### src/sv/mpsm_pkg.sv
// ----------------------------------------------------------------------------
// mpsm_pkg
// Types, constants and helpers shared by the multi-pattern matcher modules.
// ----------------------------------------------------------------------------
package mpsm_pkg;

  // Automaton sizing
  localparam int unsigned NODE_COUNT    = 128;
  localparam int unsigned ALPHABET_SIZE = 128;
  localparam int unsigned MAX_CHAIN     = 16;
  localparam int unsigned RESULT_LIMIT  = 16;
  localparam int unsigned QUEUE_DEPTH   = 2;

  // Fixed field widths
  localparam int unsigned ID_W   = 7;
  localparam int unsigned TAG_W  = 8;
  localparam int unsigned FUNC_W = 2;

  // Derived widths
  localparam int unsigned NODE_W   = $clog2(NODE_COUNT);
  localparam int unsigned TT_DEPTH = NODE_COUNT * ALPHABET_SIZE;
  localparam int unsigned TT_AW    = $clog2(TT_DEPTH);
  localparam int unsigned VIS_W    = $clog2(MAX_CHAIN + 1);
  localparam int unsigned CNT_W    = $clog2(RESULT_LIMIT + 1);
  localparam int unsigned QP_W     = (QUEUE_DEPTH > 1) ? $clog2(QUEUE_DEPTH) : 1;
  localparam int unsigned QC_W     = $clog2(QUEUE_DEPTH + 1);

  typedef enum logic [FUNC_W-1:0] {
    FUNC_WR_TRANS = 2'd0,
    FUNC_WR_NODE  = 2'd1,
    FUNC_MATCH    = 2'd2,
    FUNC_RESTART  = 2'd3
  } func_e;

  typedef enum logic [2:0] {
    OP_NOP      = 3'd0,
    OP_WR_TRANS = 3'd1,
    OP_WR_NODE  = 3'd2,
    OP_MATCH    = 3'd3,
    OP_RESTART  = 3'd4
  } op_e;

  typedef struct packed {
    func_e             func;
    logic [ID_W-1:0]   node;
    logic [ID_W-1:0]   symbol;
    logic [ID_W-1:0]   next_node;
    logic [TAG_W-1:0]  tag;
    logic [ID_W-1:0]   output_link;
  } in_item_t;

  typedef struct packed {
    logic [TAG_W-1:0]  pattern_tag;
    logic [ID_W-1:0]   match_node;
    logic              is_last;
  } out_item_t;

  typedef struct packed {
    op_e               op;
    logic [ID_W-1:0]   node;
    logic [ID_W-1:0]   symbol;
    logic [ID_W-1:0]   next_node;
    logic [TAG_W-1:0]  tag;
    logic [ID_W-1:0]   output_link;
  } cmd_t;

  function automatic logic node_ok(logic [ID_W-1:0] n);
    return (32'(n) < NODE_COUNT);
  endfunction

  function automatic logic sym_ok(logic [ID_W-1:0] s);
    return (32'(s) < ALPHABET_SIZE);
  endfunction

  // Out-of-range stored node falls back to the root
  function automatic logic [NODE_W-1:0] clamp_node(logic [ID_W-1:0] n);
    return node_ok(n) ? NODE_W'(n) : '0;
  endfunction

  function automatic logic [TT_AW-1:0] tt_addr(logic [NODE_W-1:0] n,
                                               logic [ID_W-1:0] s);
    return TT_AW'(32'(n) * ALPHABET_SIZE + 32'(s));
  endfunction

endpackage

### src/sv/mpsm_queue.sv
// ----------------------------------------------------------------------------
// mpsm_queue
// Short command queue between the front and the back.
// ----------------------------------------------------------------------------
module mpsm_queue import mpsm_pkg::*; (
  input  logic clk_i,
  input  logic rst_ni,
  input  logic push_i,
  input  cmd_t cmd_i,
  output logic full_o,
  output logic valid_o,
  input  logic pop_i,
  output cmd_t cmd_o
);

  cmd_t             slot_q [QUEUE_DEPTH];
  logic [QP_W-1:0]  wr_ptr_q, wr_ptr_d;
  logic [QP_W-1:0]  rd_ptr_q, rd_ptr_d;
  logic [QC_W-1:0]  cnt_q, cnt_d;
  logic             do_push, do_pop;

  function automatic logic [QP_W-1:0] ptr_inc(logic [QP_W-1:0] p);
    return (32'(p) == QUEUE_DEPTH - 1) ? '0 : p + QP_W'(1);
  endfunction

  assign full_o  = (32'(cnt_q) == QUEUE_DEPTH);
  assign valid_o = (cnt_q != '0);
  assign cmd_o   = slot_q[rd_ptr_q];
  assign do_push = push_i && !full_o;
  assign do_pop  = pop_i && valid_o;

  always_comb begin
    wr_ptr_d = do_push ? ptr_inc(wr_ptr_q) : wr_ptr_q;
    rd_ptr_d = do_pop ? ptr_inc(rd_ptr_q) : rd_ptr_q;
    cnt_d    = cnt_q;
    if (do_push && !do_pop) begin
      cnt_d = cnt_q + QC_W'(1);
    end else if (do_pop && !do_push) begin
      cnt_d = cnt_q - QC_W'(1);
    end
  end

  always_ff @(posedge clk_i or negedge rst_ni) begin
    if (!rst_ni) begin
      wr_ptr_q <= '0;
      rd_ptr_q <= '0;
      cnt_q    <= '0;
    end else begin
      wr_ptr_q <= wr_ptr_d;
      rd_ptr_q <= rd_ptr_d;
      cnt_q    <= cnt_d;
    end
  end

  always_ff @(posedge clk_i) begin
    if (do_push) begin
      slot_q[wr_ptr_q] <= cmd_i;
    end
  end

endmodule

### config.mk
export PLATFORM = sky130hd
export DESIGN_NAME = mpsm_queue
export DESIGN_NICKNAME = d
export VERILOG_FILES = /design/src/sv/mpsm_pkg.sv /design/src/sv/mpsm_queue.sv
export SDC_FILE = /design/constraint.sdc
export NUM_CORES = 1
export LEC_CHECK = 0
export BUFFER_PORTS_ARGS = -buffer_cell sky130_fd_sc_hd__buf_2
export CAP_MARGIN = 20
export CORE_MARGIN = 3
export CORE_UTILIZATION = 55
export DETAILED_ROUTE_END_ITERATION = 6
export PLACE_DENSITY = 0.89
export SYNTH_ARGS = -nofsm -noshare
export SYNTH_HDL_FRONTEND = slang
export SYNTH_SLANG_ARGS = --single-unit
### constraint.sdc
create_clock -name clk_i -period 8.2 [get_ports clk_i]
set_clock_uncertainty 0.05 [all_clocks]
set_input_delay 2.05 -clock clk_i [delete_from_list [all_inputs] [get_ports clk_i]]
set_output_delay 2.05 -clock clk_i [all_outputs]
set_load 0.005 [all_outputs]
After elaboration in Yosys (flattened, before gate mapping) --
Memory sizes are Yosys's and may differ from the RTL's. Cells that the tools add are included.
Word-level totals: RAM bits 78, bits in latches 0, bits in read-only memories 0, logic and storage cells 24, bits in registers 4, memories kept 1
Memories:
- slot_q | depth 2, bits a word 39, rd ports 1, clocked after Yosys merged registers in 0, wr ports 1, RTL line mpsm_queue.sv:16 | cmd_t slot_q [QUEUE_DEPTH];
Cells by class: $mul 0, mux-type cells 6, div/mod/pow operators 0, $lt $le $gt $ge 0, reductions and logical operators 9, shifts and indexed selects 0, eq/ne operators 1, bitwise logic cells 0, add/sub/neg operators 4
Operators by type and width (count):
- $logic_and 1x1->1 | 4
- $mux 1 | 4
- $mux 2 | 2
- $reduce_bool 2->1 | 2
- $logic_not 1->1 | 3
- $add 1x1->1 const B | 2
- $add 2x1->2 const B | 1
- $eq 2x2->1 const B | 1
- $sub 2x1->2 const B | 1

Logic depth before layout (Yosys ltp) --
word-level depth 7, mapped depth 7

Worst setup path before layout --
Ideal clock, no wire load.
path type in2reg, from in push_i, to mem slot_q[0][0] (netlist bit), enable pin, setup slack 3.932 ns, buffers on the path 0, library setup time 0.435 ns, arrival 3.782 ns, stages 2, cells stage by stage nand2_1 > nor2_1
On the way: longest elaborated chain between the ends 3
RTL lines:
- start: declaration | RTL line mpsm_queue.sv:8 | input logic push_i,
- $logic_and 1x1->1 | RTL line mpsm_queue.sv:29 | assign do_push = push_i && !full_o;
- $mux 1 | RTL line mpsm_queue.sv:56 | if (do_push) begin
- $mux 1 (implied by the code) | RTL line mpsm_queue.sv:57 | slot_q[wr_ptr_q] <= cmd_i;
- end: declaration | RTL line mpsm_queue.sv:16
Every way passes these cells.

==> results.py <==
metrics = {
    "clocking": {
        "clk_pin_slew_ns": 0.07,
        "cts-htree-levels": 3,
        "cts_tree": "done",
        "clkSinkCount": 82,
        "cts_setup_buffers": 0,
        "numCtsBuffers": 9,
        "clockBufferDepth": 2,
        "postCtsHoldBufs": 0,
        "postCtsResizedCells": 0,
        "root_buffer": "clkbuf_8",
        "clock_latency_ns": 0.33,
    },
    "worst_setup_path": {
        "critical_path_arrival_ns": 1.87,
        "crit_fanout": 40,
        "required_ns": 6.10,
        "cp-start-kind": "register",
        "critPathCaptureType": "primary output",
        "path_class": "reg -> out",
    },
    "place": {
        "place_inst": 290,
        "place_congestion": 0.6595,
        "port_buffers": 83,
        "place_hpwl_um": 3283,
        "placed_area_mm2": 0.003522,
    },
    "yosys": {
        "synthCells": 140,
        "synth_warnings": 0,
        "synth_top_area_share": 0.7739,
        "synth_common_cells": "edfxtp_1, mux2_2, buf_6, dfrtp_1, xnor2_1",
        "synth_seq_area_share": 0.8069,
        "synthTopCellsByArea": "edfxtp_1, mux2_2, dfrtp_1",
        "synth_area_mm2": 0.003027,
        "synth_most_common_cell": "edfxtp_1",
        "synth_ff_type": "edfxtp_1",
        "synth_fp_nets": 184,
        "yosysUniqueCellTypes": 14,
        "synth_edf_count": 78,
        "avgSynthCellArea_um2": 21.62,
        "synth_seq_cells": 82,
        "yosys.area.top_type": "edfxtp_1",
        "synthArstFlopShare": 0.04878,
    },
    "cells_and_area": {
        "areaGrowthSynthToFinish_pct": 22.16,
        "fin_util": 0.7103,
        "num_antenna_cells": 0,
        "finalNetCount": 275,
        "layout-drive-gt1-share": 0.5915,
        "fin_cells": 305,
        "fillers": 360,
        "fin_area_mm2": 0.003697,
    },
    "power": {
        "cell_internal_pwr_mw": 0.8963,
        "ir_worst_vdd_mv": 0.2175,
        "swShare": 0.2695,
        "p_comb_frac": 0.265,
        "powerDensity_mw_per_mm2": 331.9,
        "leakagePower_nw": 1.411,
        "switchingPower_mw": 0.3308,
        "power_mw": 1.227,
        "power_frac_clock": 0.214,
        "seqPwrFrac": 0.521,
    },
    "sta": {
        "clock.fmax_mhz": 252.1,
        "tightestPinTransition_ns": 0.9140,
        "setup_viol": 0,
        "final.period_utilization": 0.4838,
        "period_needed_ns": 3.967,
        "rsz0062_at_grt": "no",
        "drv_slew": 0,
        "finalHoldViolCount": 0,
        "finalSetupTns_ns": 0,
        "slew_headroom": 0.3907,
    },
    "floorplan": {
        "start_util": 0.5815,
        "dieArea_mm2": 0.006429,
        "io_pins": 84,
        "row_count": 26,
        "die_w_um": 80.18,
        "die_h_um": 80.18,
        "core_area_mm2": 0.005205,
    },
    "routing": {
        "vias": 1514,
        "drt_iter0_drc": 76,
        "drc": 0,
        "viasPerCell": 4.964,
        "postRouteWirelength_um": 5001,
        "drt-pass1-iter-count": 4,
        "drtAntennaViolNets": 0,
        "wire_per_inst_um": 16.40,
    },
    "global_routing": {
        "track_usage": 0.1670,
        "grt_pass1_vias": 1647,
        "antenna_found_initial": 0,
        "grt_pass1_wl_um": 7679,
        "overflow": 0,
        "grt_max_degree": 41,
    },
    "run_status": {
        "outcome": "completed",
    },
    "worst_hold_path": {
        "hold_class": "reg -> reg",
    },
    "run": {
        "drv_cap": 0,
    },
}
## layout by cell type (no fill, tap or decap), types with 2 or more instances in the layout
master     n
mux2_2    39
buf_2     83
clkinv_2   2
clkbuf_1   2
clkbuf_8   9
xnor2_1    3
edfxtp_1  78
xor2_1     2
inv_1      2
dfrtp_1    3
## metrics by stage
step / setup WS, ns / hold WS, ns
2_1_floorplan: 3.932 / 0.4064
6_report: 4.233 / 0.4612
5_1_grt: 4.153 / 0.5093
3_5_place_dp: 4.576 / 0.4457
3_3_place_gp: 4.559 / 0.4295
4_1_cts: 4.189 / 0.4630
## worst paths after layout
check	start	end	slack, ns	depth (start not counted)
min in group asynchronous	rst_ni	cnt_q[0]	1.46	1
worst min-delay path	cnt_q[1]	cnt_q[1]	0.46	1
max in group asynchronous	rst_ni	rd_ptr_q	6.50	1
worst max-delay path	rd_ptr_q	cmd_o[18]	4.23	2
worst max register to register	cnt_q[0]	slot_q[0][36]	6.33	4
worst min register to register	cnt_q[1]	cnt_q[1]	0.46	1
## metal layers
metal	routed length [um]	share of wire	track usage	up-vias
li1	-	-	-	722
met1	1991	0.40	0.1875	723
met2	2608	0.52	0.2906	60
met3	336	0.067	0.04484	9
met4	65	0.013	0.08615	0
met5	0	0	0	-
## layout make-up
class	count	area, um2	share of cell area
flip-flops and latches	82	2444	0.6609
multi-input cells	52	540.5	0.1462
repair buffers	84	442.9	0.1198
clock buffers	11	131.4	0.03553
well taps	70	87.58	0.02369
clock inverters	4	43.79	0.01184
inverters	2	7.507	0.002030
## critical path, stage by stage (launching register included)
cell and delay [ns]:
dfrtp_2 0.95, mux2_2 0.42, buf_2 0.13
## kinds of logic (layout without fill, tap and decap cells)
logic type | after synthesis | after routing | synth area share
buf+inv | 6 | 101 | 0.01736
flops | 82 | 82 | 0.8069
mux | 39 | 39 | 0.1451
simple gates | 7 | 7 | 0.01199
xor+xnor | 5 | 5 | 0.01447
fa+ha+maj | 1 | 1 | 0.004133
## registers in the layout (all words and copies together) (netlist names)
register  flops
wr_ptr_q      1
slot_q       78
cnt_q         2
rd_ptr_q      1
## power by group through the flow
stage | Clock (mW) | Combinational [mW] | Sequential [mW]
after floorplan | 0 | 0.236 | 0.607
after global placement | 0 | 0.315 | 0.645
after detailed placement | 0 | 0.330 | 0.650
after CTS | 0.271 | 0.332 | 0.643
after global routing | 0.285 | 0.357 | 0.652
final | 0.262 | 0.325 | 0.640
Power figures use the tool's default switching activity.
